<file path="config.mk">
export PLATFORM = sky130hd
export DESIGN_NAME = stream_find_replace_flat
export DESIGN_NICKNAME = d
export VERILOG_FILES = /design/src/rtl/sfr_pkg.sv /design/src/rtl/sfr_in_if.sv /design/src/rtl/sfr_out_if.sv /design/src/rtl/sfr_regs.sv /design/src/rtl/sfr_front.sv /design/src/rtl/sfr_queue.sv /design/src/rtl/sfr_back.sv /design/src/rtl/stream_find_replace.sv /design/src/flat_wrapper.sv
export VERILOG_INCLUDE_DIRS = /design/src /design/src/rtl
export SDC_FILE = /design/constraint.sdc
export NUM_CORES = 1
export LEC_CHECK = 0
export CAP_MARGIN = 40
export CORE_MARGIN = 2
export CORE_UTILIZATION = 45
export CTS_CLUSTER_DIAMETER = 200
export DETAILED_ROUTE_END_ITERATION = 6
export DONT_BUFFER_PORTS = 1
export REMOVE_ABC_BUFFERS = 1
export SLEW_MARGIN = 10
export SYNTH_ARGS = -nofsm -noshare
export SYNTH_HDL_FRONTEND = slang
export SYNTH_SLANG_ARGS = --single-unit
export TNS_END_PERCENT = 5
</file>
<file path="constraint.sdc">
create_clock -name clk -period 10.6 [get_ports clk]
set_input_delay 2.12 -clock clk [delete_from_list [all_inputs] [get_ports clk]]
set_output_delay 2.12 -clock clk [all_outputs]
set_load 0.02 [all_outputs]
</file>
<file path="src/rtl/stream_find_replace_defines.svh">
// Assertion macros shared by the stream find-and-replace RTL.
`ifndef STREAM_FIND_REPLACE_DEFINES_SVH
`define STREAM_FIND_REPLACE_DEFINES_SVH

`ifndef SYNTHESIS
`define SFR_ASSERT_CLK(label, clk_s, rst_s, prop, msg) \
  label: assert property (@(posedge clk_s) disable iff (!rst_s) prop) else $error(msg);
`define SFR_ASSERT(label, prop, msg) `SFR_ASSERT_CLK(label, clk, rst_n, prop, msg)
`else
`define SFR_ASSERT_CLK(label, clk_s, rst_s, prop, msg)
`define SFR_ASSERT(label, prop, msg)
`endif

`endif

</file>
<file path="src/rtl/sfr_pkg.sv">
// Types and constants shared by the stream find-and-replace block.
package sfr_pkg;

  localparam int MaxPattern = 8;
  localparam int MaxValue   = 8;
  localparam int BYTE_W     = 8;
  localparam int LEN_W      = 4;
  localparam int WORD_W     = 64;
  localparam int CFG_AW     = 5;
  localparam int QDepth     = 2;
  localparam int QPtrW      = $clog2(QDepth);
  localparam int QCntW      = $clog2(QDepth + 1);

  typedef enum logic [1:0] {
    REG_PATTERN_BYTES  = 2'd0,
    REG_PATTERN_LENGTH = 2'd1,
    REG_VALUE_BYTES    = 2'd2,
    REG_VALUE_LENGTH   = 2'd3
  } sfr_reg_t;

  typedef struct packed {
    logic [WORD_W-1:0] pattern;
    logic [LEN_W-1:0]  plen;
    logic [WORD_W-1:0] value;
    logic [LEN_W-1:0]  vlen;
    logic              clear;
  } sfr_cfg_t;

  typedef struct packed {
    logic [WORD_W-1:0] bytes;
    logic [LEN_W-1:0]  count;
    logic              last;
  } sfr_cmd_t;

endpackage

</file>
<file path="src/rtl/sfr_in_if.sv">
// Input channel interface: one text byte per transaction.
interface sfr_in_if;
  logic                      valid;
  logic                      ready;
  logic [sfr_pkg::BYTE_W-1:0] in_byte;
  logic                      in_last;

  modport source(output valid, in_byte, in_last, input ready);
  modport sink(input valid, in_byte, in_last, output ready);
endinterface

</file>
<file path="src/rtl/sfr_out_if.sv">
// Result channel interface: one result byte or end marker per transaction.
interface sfr_out_if;
  logic                      valid;
  logic                      ready;
  logic [sfr_pkg::BYTE_W-1:0] out_byte;
  logic                      byte_valid;
  logic                      run_last;
  logic                      stream_end;

  modport source(output valid, out_byte, byte_valid, run_last, stream_end, input ready);
  modport sink(input valid, out_byte, byte_valid, run_last, stream_end, output ready);
endinterface

</file>
<file path="src/rtl/sfr_regs.sv">
// APB configuration registers with clamped effective lengths.
module sfr_regs (
  input  logic                       clk,
  input  logic                       rst_n,
  input  logic                       psel,
  input  logic                       penable,
  input  logic                       pwrite,
  input  logic [sfr_pkg::CFG_AW-1:0] paddr,
  input  logic [sfr_pkg::WORD_W-1:0] pwdata,
  output logic [sfr_pkg::WORD_W-1:0] prdata,
  output logic                       pready,
  output sfr_pkg::sfr_cfg_t          cfg
);
  import sfr_pkg::*;

  logic [WORD_W-1:0] pattern_r;
  logic [LEN_W-1:0]  plen_r;
  logic [WORD_W-1:0] value_r;
  logic [LEN_W-1:0]  vlen_r;
  logic              wr;
  sfr_reg_t          idx;

  assign pready = 1'b1;
  assign wr     = psel && penable && pwrite;
  assign idx    = sfr_reg_t'(paddr[CFG_AW-1:CFG_AW-2]);

  always_ff @(posedge clk) begin
    if (!rst_n) begin
      pattern_r <= '0;
      plen_r    <= '0;
      value_r   <= '0;
      vlen_r    <= '0;
    end else if (wr) begin
      case (idx)
        REG_PATTERN_BYTES:  pattern_r <= pwdata;
        REG_PATTERN_LENGTH: plen_r    <= pwdata[LEN_W-1:0];
        REG_VALUE_BYTES:    value_r   <= pwdata;
        REG_VALUE_LENGTH:   vlen_r    <= pwdata[LEN_W-1:0];
        default: ;
      endcase
    end
  end

  always_comb begin
    case (idx)
      REG_PATTERN_BYTES:  prdata = pattern_r;
      REG_PATTERN_LENGTH: prdata = {{(WORD_W-LEN_W){1'b0}}, plen_r};
      REG_VALUE_BYTES:    prdata = value_r;
      REG_VALUE_LENGTH:   prdata = {{(WORD_W-LEN_W){1'b0}}, vlen_r};
      default:            prdata = '0;
    endcase
  end

  assign cfg.pattern = pattern_r;
  assign cfg.plen    = (plen_r > LEN_W'(MaxPattern)) ? LEN_W'(MaxPattern) : plen_r;
  assign cfg.value   = value_r;
  assign cfg.vlen    = (vlen_r > LEN_W'(MaxValue)) ? LEN_W'(MaxValue) : vlen_r;
  assign cfg.clear   = wr && (idx == REG_PATTERN_LENGTH);

endmodule

</file>
<file path="src/rtl/sfr_front.sv">
// Front end: pending window, pattern compare and emit-command generation.
`include "stream_find_replace_defines.svh"
module sfr_front (
  input  logic              clk,
  input  logic              rst_n,
  sfr_in_if.sink            in_if,
  input  sfr_pkg::sfr_cfg_t cfg,
  input  logic              q_full,
  output logic              cmd_push,
  output sfr_pkg::sfr_cmd_t cmd
);
  import sfr_pkg::*;

  logic [BYTE_W-1:0] win_r   [MaxPattern];
  logic [BYTE_W-1:0] win_nxt [MaxPattern];
  logic [BYTE_W-1:0] tmp     [MaxPattern];
  logic [LEN_W-1:0]  cnt_r, cnt_nxt;
  logic [LEN_W-1:0]  cnt_ins, cnt_new;
  logic [WORD_W-1:0] tmp_word;
  logic              full_win, hit, acc;

  assign in_if.ready = !q_full;
  assign acc         = in_if.valid && in_if.ready;

  always_comb begin
    cnt_ins = (cfg.plen == '0 || cnt_r >= cfg.plen) ? '0 : cnt_r;
    cnt_new = cnt_ins + LEN_W'(1);
    for (int k = 0; k < MaxPattern; k++) begin
      tmp[k] = (LEN_W'(k) == cnt_ins) ? in_if.in_byte : win_r[k];
      tmp_word[BYTE_W*k +: BYTE_W] = tmp[k];
    end
    full_win = (cfg.plen != '0) && (cnt_new == cfg.plen);
    hit      = full_win;
    for (int k = 0; k < MaxPattern; k++) begin
      if (LEN_W'(k) < cfg.plen && tmp[k] != cfg.pattern[BYTE_W*k +: BYTE_W]) hit = 1'b0;
    end
  end

  always_comb begin
    cmd.bytes = hit ? cfg.value : tmp_word;
    cmd.last  = in_if.in_last;
    if (cfg.plen == '0) begin
      cmd.count = LEN_W'(1);
    end else if (hit) begin
      cmd.count = cfg.vlen;
    end else if (in_if.in_last) begin
      cmd.count = cnt_new;
    end else if (full_win) begin
      cmd.count = LEN_W'(1);
    end else begin
      cmd.count = '0;
    end
    cmd_push = acc && (cmd.count != '0 || in_if.in_last);
  end

  always_comb begin
    for (int k = 0; k < MaxPattern; k++) begin
      win_nxt[k] = tmp[k];
    end
    if (cfg.plen == '0 || hit || in_if.in_last) begin
      cnt_nxt = '0;
    end else if (full_win) begin
      for (int k = 0; k < MaxPattern - 1; k++) begin
        win_nxt[k] = tmp[k+1];
      end
      cnt_nxt = cnt_new - LEN_W'(1);
    end else begin
      cnt_nxt = cnt_new;
    end
  end

  always_ff @(posedge clk) begin
    if (!rst_n) begin
      cnt_r <= '0;
    end else if (cfg.clear) begin
      cnt_r <= '0;
    end else if (acc) begin
      cnt_r <= cnt_nxt;
    end
  end

  always_ff @(posedge clk) begin
    if (acc) begin
      for (int k = 0; k < MaxPattern; k++) begin
        win_r[k] <= win_nxt[k];
      end
    end
  end

  `SFR_ASSERT(a_front_cnt_below_plen, cnt_r == '0 || cnt_r < cfg.plen, "pending count reached pattern length")
  `SFR_ASSERT(a_front_push_has_room, cmd_push |-> !q_full, "command pushed into full queue")

endmodule

</file>
<file path="src/rtl/sfr_queue.sv">
// Short command queue between the front end and the emitter.
`include "stream_find_replace_defines.svh"
module sfr_queue (
  input  logic              clk,
  input  logic              rst_n,
  input  logic              push,
  input  sfr_pkg::sfr_cmd_t push_cmd,
  input  logic              pop,
  output sfr_pkg::sfr_cmd_t head,
  output logic              empty,
  output logic              full
);
  import sfr_pkg::*;

  sfr_cmd_t         data_r [QDepth];
  logic [QPtrW-1:0] wr_ptr_r, rd_ptr_r;
  logic [QCntW-1:0] count_r;

  assign empty = (count_r == '0);
  assign full  = (count_r == QCntW'(QDepth));
  assign head  = data_r[rd_ptr_r];

  always_ff @(posedge clk) begin
    if (!rst_n) begin
      wr_ptr_r <= '0;
      rd_ptr_r <= '0;
      count_r  <= '0;
    end else begin
      if (push) wr_ptr_r <= wr_ptr_r + QPtrW'(1);
      if (pop)  rd_ptr_r <= rd_ptr_r + QPtrW'(1);
      if (push && !pop) begin
        count_r <= count_r + QCntW'(1);
      end else if (pop && !push) begin
        count_r <= count_r - QCntW'(1);
      end
    end
  end

  always_ff @(posedge clk) begin
    if (push) data_r[wr_ptr_r] <= push_cmd;
  end

  `SFR_ASSERT(a_queue_pop_nonempty, pop |-> !empty, "pop from empty queue")
  `SFR_ASSERT(a_queue_count_bound, count_r <= QCntW'(QDepth), "queue count out of range")

endmodule

</file>
<file path="src/rtl/sfr_back.sv">
// Back end: expands commands into result transactions through an output register.
`include "stream_find_replace_defines.svh"
module sfr_back (
  input  logic              clk,
  input  logic              rst_n,
  input  sfr_pkg::sfr_cmd_t head,
  input  logic              q_empty,
  output logic              pop,
  sfr_out_if.source         out_if
);
  import sfr_pkg::*;

  localparam int IdxW = $clog2(MaxPattern > MaxValue ? MaxPattern : MaxValue);

  logic [LEN_W-1:0]  idx_r;
  logic              out_valid_r;
  logic [BYTE_W-1:0] out_byte_r;
  logic              byte_valid_r, run_last_r, stream_end_r;
  logic              load, is_final, is_empty;

  assign is_empty = (head.count == '0);
  assign is_final = is_empty || (idx_r == head.count - LEN_W'(1));
  assign load     = !q_empty && (!out_valid_r || out_if.ready);
  assign pop      = load && is_final;

  always_ff @(posedge clk) begin
    if (!rst_n) begin
      out_valid_r <= 1'b0;
      idx_r       <= '0;
    end else begin
      if (load) begin
        out_valid_r <= 1'b1;
        idx_r       <= is_final ? '0 : idx_r + LEN_W'(1);
      end else if (out_if.ready) begin
        out_valid_r <= 1'b0;
      end
    end
  end

  always_ff @(posedge clk) begin
    if (load) begin
      out_byte_r   <= is_empty ? '0 : head.bytes[BYTE_W*idx_r[IdxW-1:0] +: BYTE_W];
      byte_valid_r <= !is_empty;
      run_last_r   <= is_final;
      stream_end_r <= is_final && head.last;
    end
  end

  assign out_if.valid      = out_valid_r;
  assign out_if.out_byte   = out_byte_r;
  assign out_if.byte_valid = byte_valid_r;
  assign out_if.run_last   = run_last_r;
  assign out_if.stream_end = stream_end_r;

  `SFR_ASSERT(a_back_idx_in_range, !q_empty |-> (idx_r == '0 || idx_r < head.count), "emit index past command length")
  `SFR_ASSERT(a_back_idx_idle_zero, q_empty |-> idx_r == '0, "emit index left nonzero with no command")

endmodule

</file>
<file path="src/rtl/stream_find_replace.sv">
// Top level of the byte-stream find-and-replace block.
//
// Text enters on in_if one byte per transaction (in_byte, in_last marks the
// final byte). Results leave on out_if: each carries out_byte and byte_valid,
// run_last on the last result caused by an input byte, and stream_end on the
// final result of the stream (an empty marker with byte_valid low if nothing
// is left). The APB port holds pattern bytes/length at 0x00/0x08 and value
// bytes/length at 0x10/0x18; write it only while the block is idle.
// A byte is taken every cycle while the two-entry command queue has room.
// The first result of a byte passes through the command queue and then the
// output register; a byte completing a match yields value_length results,
// one per cycle, and a final byte without a match yields up to pattern_length
// results, so the emitter's one result per cycle sets the throughput. When the
// receiver stalls, the output register holds its result, the queue fills and
// in_if.ready drops. Reset clears the registers, the pending count and the
// queue; no clearing pass is needed.
module stream_find_replace (
  input  logic                       clk,
  input  logic                       rst_n,
  sfr_in_if.sink                     in_if,
  sfr_out_if.source                  out_if,
  input  logic                       psel,
  input  logic                       penable,
  input  logic                       pwrite,
  input  logic [sfr_pkg::CFG_AW-1:0] paddr,
  input  logic [sfr_pkg::WORD_W-1:0] pwdata,
  output logic [sfr_pkg::WORD_W-1:0] prdata,
  output logic                       pready
);
  import sfr_pkg::*;

  sfr_cfg_t cfg;
  sfr_cmd_t cmd, head;
  logic     cmd_push, pop, q_empty, q_full;

  sfr_regs u_regs (
    .clk     (clk),
    .rst_n   (rst_n),
    .psel    (psel),
    .penable (penable),
    .pwrite  (pwrite),
    .paddr   (paddr),
    .pwdata  (pwdata),
    .prdata  (prdata),
    .pready  (pready),
    .cfg     (cfg)
  );

  sfr_front u_front (
    .clk      (clk),
    .rst_n    (rst_n),
    .in_if    (in_if),
    .cfg      (cfg),
    .q_full   (q_full),
    .cmd_push (cmd_push),
    .cmd      (cmd)
  );

  sfr_queue u_queue (
    .clk      (clk),
    .rst_n    (rst_n),
    .push     (cmd_push),
    .push_cmd (cmd),
    .pop      (pop),
    .head     (head),
    .empty    (q_empty),
    .full     (q_full)
  );

  sfr_back u_back (
    .clk     (clk),
    .rst_n   (rst_n),
    .head    (head),
    .q_empty (q_empty),
    .pop     (pop),
    .out_if  (out_if)
  );

endmodule
</file>
<file path="src/flat_wrapper.sv">
// flat-port wrapper written by rule: the top's interface ports become plain ports
module stream_find_replace_flat import sfr_pkg::*;
  (clk, rst_n, psel, penable, pwrite, paddr, pwdata, prdata, pready, in_if_valid, in_if_in_byte, in_if_in_last, in_if_ready, out_if_valid, out_if_out_byte, out_if_byte_valid, out_if_run_last, out_if_stream_end, out_if_ready);
  sfr_in_if in_if_i ();
  sfr_out_if out_if_i ();
  input  logic clk;
  input  logic rst_n;
  input  logic psel;
  input  logic penable;
  input  logic pwrite;
  input  logic [sfr_pkg::CFG_AW-1:0] paddr;
  input  logic [sfr_pkg::WORD_W-1:0] pwdata;
  output logic [sfr_pkg::WORD_W-1:0] prdata;
  output logic pready;
  input wire logic [$bits(in_if_i.valid)-1:0] in_if_valid;
  input wire logic [$bits(in_if_i.in_byte)-1:0] in_if_in_byte;
  input wire logic [$bits(in_if_i.in_last)-1:0] in_if_in_last;
  output wire logic [$bits(in_if_i.ready)-1:0] in_if_ready;
  output wire logic [$bits(out_if_i.valid)-1:0] out_if_valid;
  output wire logic [$bits(out_if_i.out_byte)-1:0] out_if_out_byte;
  output wire logic [$bits(out_if_i.byte_valid)-1:0] out_if_byte_valid;
  output wire logic [$bits(out_if_i.run_last)-1:0] out_if_run_last;
  output wire logic [$bits(out_if_i.stream_end)-1:0] out_if_stream_end;
  input wire logic [$bits(out_if_i.ready)-1:0] out_if_ready;
  assign in_if_i.valid = in_if_valid;
  assign in_if_i.in_byte = in_if_in_byte;
  assign in_if_i.in_last = in_if_in_last;
  assign in_if_ready = in_if_i.ready;
  assign out_if_valid = out_if_i.valid;
  assign out_if_out_byte = out_if_i.out_byte;
  assign out_if_byte_valid = out_if_i.byte_valid;
  assign out_if_run_last = out_if_i.run_last;
  assign out_if_stream_end = out_if_i.stream_end;
  assign out_if_i.ready = out_if_ready;
  stream_find_replace u_core (.clk(clk), .rst_n(rst_n), .in_if(in_if_i), .out_if(out_if_i), .psel(psel), .penable(penable), .pwrite(pwrite), .paddr(paddr), .pwdata(pwdata), .prdata(prdata), .pready(pready));
endmodule
</file>
* After elaboration in Yosys (flattened, before gate mapping)
Memory sizes are Yosys's and may differ from the RTL's. A register that Yosys moved wholly into a read port is not among the register bits.
Index checks and enable logic that the tools add are counted.
** Storage, ports and cells
- Memories :: 2
- Bits in registers :: 160
- Bits in writable memories :: 202
- Output and inout bits :: 78
** Cells by class
- Add/subtract/negate cells :: 8
- Shifts and indexed selects :: 1
- Mux-type cells :: 40
- Magnitude comparators :: 11
- Reductions and logical operators :: 45
- Bitwise logic cells :: 1
- Equality and inequality tests :: 21
** Memory list
- u_core.u_queue.data_r :: depth 2, width 69, read ports 1, clocked after Yosys merged registers in 1, write ports 1, line sfr_queue.sv:15 : sfr_cmd_t data_r [QDepth];
- u_core.u_front.win_r :: depth 8, width 8, read ports 8, clocked after Yosys merged registers in 0, write ports 8, line sfr_front.sv:14 : logic [BYTE_W-1:0] win_r [MaxPattern];
** Operators by type and width (count)
- $pmux 64 s4 :: 1
- $mux 56 :: 2
- $mux 64 :: 1
- $mux 8 :: 8
- $ne 8x8->1 :: 8
- $shiftx 64x7->8 :: 1
- $mux 4 :: 9
- $logic_and 1x1->1 :: 19
- $mux 1 :: 17
- $eq 3x4->1 const A :: 4
- $lt 3x4->1 const A :: 4
- $logic_not 4->1 :: 3
- $add 4x1->4 const B :: 2
- $eq 2x4->1 const A :: 2
- $eq 4x4->1 :: 2
- $gt 4x4->1 const B :: 2
- $lt 1x4->1 const A :: 2
- $lt 2x4->1 const A :: 2
- $reduce_and 2->1 :: 4
- $reduce_bool 4->1 :: 2
- $sub 4x1->4 const B :: 2
- $eq 2x2->1 const B :: 3
- $logic_not 1->1 :: 6
- $logic_or 1x1->1 :: 6
- 11 further kinds :: 15

* Longest topological paths before layout
- Depth after elaboration :: 26
- Depth in mapped cells :: 25
- Mapped depth without buffers :: 22

* Cells and area by module
From an unflattened synthesis, not the netlist that was laid out.
** Second synthesis, totals
- Cell total of the unflattened synthesis :: 1818
- Area, all modules :: 19657.6 sq um
** By module, submodules not included
- sfr_front :: area each 7018.0 sq um, instances 1, cells an instance 830
- sfr_regs :: area each 6202.2 sq um, instances 1, cells an instance 663
- sfr_queue :: area each 5237.5 sq um, instances 1, cells an instance 237
- sfr_back :: area each 1199.9 sq um, instances 1, cells an instance 88

* Worst setup path before layout
No wires, ideal clock.
- Kind :: input-to-reg
- Start point :: input in_if_in_byte[0]
- End point :: memory u_core.u_queue.data_r[0][0] (netlist bit), enable pin
- Buffers on the path :: 1
- Cell stages on the path :: 11
- Arrival time :: 7647 ps
- Path slack :: 2448 ps
- Required time :: 10095 ps
- Cell sequence :: clkbuf_1 inv_1 a22oi_1 o221ai_1 nor4b_1 o22ai_1 a2111o_1 o41a_1 nand4b_1 a31oi_1 nor2b_1
** On the way
- Word-level cells in the longest chain between the ends :: 18
** Ends and longest elaborated chain
- start, declared :: line flat_wrapper.sv:16 : input wire logic [$bits(in_if_i.in_byte)-1:0] in_if_in_byte;
- $mux 8 :: line sfr_front.sv:29 : tmp[k] = (LEN_W'(k) == cnt_ins) ? in_if.in_byte : win_r[k];
- $ne 8x8->1 :: line sfr_front.sv:35 : if (LEN_W'(k) < cfg.plen && tmp[k] != cfg.pattern[BYTE_W*k +: BYTE_W]) hit = 1'b0;
- $logic_and 1x1->1 :: line sfr_front.sv:35
- $mux 1 (7 in a row) :: line sfr_front.sv:35
- $mux 1 * :: line sfr_front.sv:35
- $mux 4 * :: line sfr_front.sv:44 : end else if (hit) begin
- $mux 4 * :: line sfr_front.sv:42 : if (cfg.plen == '0) begin
- $reduce_bool 4->1 * :: line sfr_front.sv:53 : cmd_push = acc && (cmd.count != '0 || in_if.in_last);
- $logic_or 1x1->1 * :: line sfr_front.sv:53
- $logic_and 1x1->1 * :: line sfr_front.sv:53
- named net u_core.cmd_push :: line stream_find_replace.sv:34 : logic cmd_push, pop, q_empty, q_full;
- $mux 1 * :: line sfr_queue.sv:40 : if (push) data_r[wr_ptr_r] <= push_cmd;
- $mux 1 (implied by the code) * :: line sfr_queue.sv:40
- end, declared :: line sfr_queue.sv:15
The timed path passes the listed nets; every way through them passes the cells marked *.

==> impl_metrics.py <==
metrics = {
    "outcome": {
        "status": "completed",
    },
    "grt": {
        "grt_pass1_wl_um": 84900,
        "grt_overflow": 0,
        "antenna_found_initial": 0,
        "grt_max_degree": 148,
        "track_usage": 0.255,
        "grt_pass1_vias": 13300,
    },
    "yosys": {
        "async_reset_ff_frac": 0,
        "yosys_warnings": 0,
        "synth-edff-count": 213,
        "ys_types": 78,
        "syn_avg_cell_area_um2": 10.4,
        "netlist_area_um2": 18800,
        "synth-seq-area-share": 0.500,
        "syn_inst": 1801,
        "ys.flop_type": "edfxtp_1",
        "synth_seq_cells": 363,
    },
    "route": {
        "detail-route-antenna-nets": 0,
        "drcViolationCount": 0,
        "wl_um": 56200,
        "drt_iter0_markers": 1575,
        "vias": 14000,
        "wl_per_cell_um": 24.4,
        "avgViaCountPerCell": 6.09,
        "dr.pass1.iters": 5,
    },
    "layout": {
        "final_net_count": 1830,
        "final_cell_mix": "nand2_1, edfxtp_1, nor2_1",
        "antenna_cells": 0,
        "syn_to_final_growth_pct": 9.59,
        "drive_gt1_frac": 0.117,
        "instances_no_fill": 2300,
        "final_common_cell": "nand2_1",
        "n_fill_cell": 3654,
    },
    "setup_path": {
        "crit_path_max_fanout": 17,
        "cp.arrival_ns": 8.05,
        "slowest_stage": "o21ai_1",
        "path_class": "flip-flop to flip-flop",
        "critPathLaunch": "u_core.u_regs.plen_r[1]",
        "cp-start-kind": "flip-flop",
        "r2r_start": "u_core.u_regs.plen_r[1]",
        "critPathMaxStageDelay_ns": 0.68,
        "path_cells": "nor2b_1 > inv_1 > ha_1 > nand2_1 > o21ai_1 > a21oi_1 > buf_4 > nand2_1 > ha_1 > o41ai_1 > a21oi_2 > buf_6 > nor4b_1 > o22ai_1 > a2111o_1 > o41a_1 > a2111oi_4 > a21o_1 > buf_4 > mux2i_1 > o221a_2",
        "end_kind": "flip-flop",
        "rrSetupSlack_ns": 2.97,
        "required_ns": 11.03,
    },
    "clock_network": {
        "cts_tree": "done",
        "numCtsBuffers": 40,
        "cts_sinks": 363,
        "clk_pin_slew_worst_paths_ns": 0.06,
        "post_cts_resized": 0,
        "clkLatencyLatePin_ns": 0.57,
        "htreeDepth": 2,
        "ctsLongestPathBuffers": 3,
        "post_cts_buffers": 0,
        "postCtsHoldBufs": 0,
        "cts-root-buf": "clkbuf_16",
    },
    "timing": {
        "fmax_mhz": 131,
        "finClkSkew_ns": 0.0314,
        "drv_slew": 0,
        "fin_crit_sh": 0.719,
        "tightest_slew_ns": 0.893,
        "setup_viol": 0,
        "rsz0062_at_grt": "no",
        "setup-tns-final_ns": 0,
        "slew_headroom": 0.404,
        "period_needed_ns": 7.63,
        "hold_viol_final": 0,
    },
    "power_and_ir_drop": {
        "p_per_area_nw_per_um2": 193,
        "p_leak_nw": 6.96,
        "irDropWorstVdd_uv": 112,
    },
    "floorplan": {
        "die_h_um": 208,
        "die_x_um": 208,
        "rows": 74,
        "io_pins": 163,
        "start_util": 0.459,
        "core-area_um2": 41000,
        "fp.dieArea_um2": 43400,
    },
    "placed_design": {
        "io_buffers": 0,
        "hpwlAfterDp_um": 37700,
        "dp.cells": 2225,
        "gp_congestion": 0.894,
    },
    "min_path": {
        "hp-start": "u_core.u_regs.value_r[18]",
        "hp-class": "flip-flop to flip-flop",
    },
    "job": {
        "drv_cap": 0,
    },
}
==> power by group <==
group / total, W / switching, W / internal [W]
sequential: 0.00189 / 0.000151 / 0.00174
combinational: 0.000668 / 0.000369 / 0.000299
clock: 0.00141 / 0.000584 / 0.000829
==> metal layers <==
| layer | routed length [µm] | vias to the layer above | GRT usage |
|---|---|---|---|
| met5 | 0 | - | 0 |
| met4 | 1350 | 0 | 0.0752 |
| met3 | 3950 | 77 | 0.0436 |
| met2 | 25900 | 539 | 0.399 |
| met1 | 24900 | 6984 | 0.364 |
| li1 | - | 6404 | - |
==> final cells by class <==
type	instances	area, µm²	area share
Sequential cell	363	9400	0.456
Multi-Input combinational cell	1241	8700	0.422
Clock buffer	54	1090	0.0531
Tap cell	532	666	0.0323
Timing Repair Buffer	25	270	0.0131
Inverter	65	245	0.0119
Clock inverter	20	231	0.0112
==> state kept, by name, summed over array words and instances (netlist names), named ones only <==
signal                           flops
u_core.u_front.cnt_r                 4
u_core.u_queue.wr_ptr_r              1
u_core.u_queue.data_r              138
u_core.u_regs.pattern_r             64
u_core.u_front.win_r                64
u_core.u_regs.plen_r                 4
u_core.u_back.idx_r                  4
u_core.u_queue.count_r               2
u_core.u_back.out_if.valid           1
u_core.u_regs.value_r               64
u_core.u_back.out_if.byte_valid      1
u_core.u_back.out_if.run_last        1
u_core.u_back.out_if.out_byte        8
u_core.u_regs.vlen_r                 4
u_core.u_queue.rd_ptr_r              1
u_core.u_back.out_if.stream_end      1
==> Yosys cell counts, types with 4 or more instances <==
library cell,instances,area (µm²)
nand4b_1,4,35.0
nand3_1,21,105
buf_4,5,37.5
mux2i_1,127,1270
or4_1,5,37.5
a2111oi_0,4,35.0
or3_1,42,263
buf_2,7,35.0
inv_1,65,244
nor4_1,8,50.1
a221oi_1,5,43.8
xor2_1,33,289
nor2b_1,28,175
o2111ai_1,6,52.6
ha_1,9,113
nand2_1,293,1100
nor2_1,163,612
dfxtp_1,150,3000
mux2i_4,4,90.1
mux2_2,6,67.6
clkbuf_1,96,360
nor3_1,6,30.0
a21oi_1,90,450
mux4_2,44,991
a222oi_1,4,40.0
and2_1,5,31.3
edfxtp_1,213,6400
nand2b_1,9,56.3
o221ai_1,8,70.1
o22ai_1,14,87.6
a21boi_0,131,983
o21ai_0,14,70.1
o221a_2,47,529
xnor2_1,31,272
a21o_1,4,30.0
a31oi_1,9,56.3
nand4_1,8,50.1
buf_1,22,82.6
==> final timing paths <==
check,end,cells past startpoint
max,u_core.u_front.win_r[0][26],21
min,u_core.u_regs.value_r[18],2
max reg2reg,u_core.u_front.win_r[0][26],21
min reg2reg,u_core.u_regs.value_r[18],2
==> per-stage QoR <==
step	power [W]	cell area, µm²	hold WS (ns)	worst slack, ns	utilization
floorplan	0.00233	18300	0.451	1.22	-
detailed placement	0.00258	19300	0.472	2.73	0.470
CTS	0.00399	20600	0.480	2.71	0.502
global placement	0.00254	19100	0.462	2.46	0.466
global route	0.00411	20600	0.505	2.61	0.502
finish	0.00397	20600	0.475	2.97	0.502
==> worst max-delay path, delay by kind of cell (launching register included) <==
kind	cells	cell delay, ns
buffers and inverters	4	0.94
DFF	1	0.60
muxes	1	0.65
adders and majority gates	2	0.50
AOI/OAI and AO/OA	10	3.93
and+or+nand+nor	4	0.88
==> logic make-up after synthesis <==
group | count (synthesis) | share of synthesized area
compound gates | 381 | 0.153
other cells | 1 | 0.000199
buf+inv | 197 | 0.0412
mux | 181 | 0.129
xor+xnor | 64 | 0.0298
simple gates | 605 | 0.141
flops | 363 | 0.500
fa+ha+maj | 9 | 0.00599
Power figures use the tool's default switching activity.
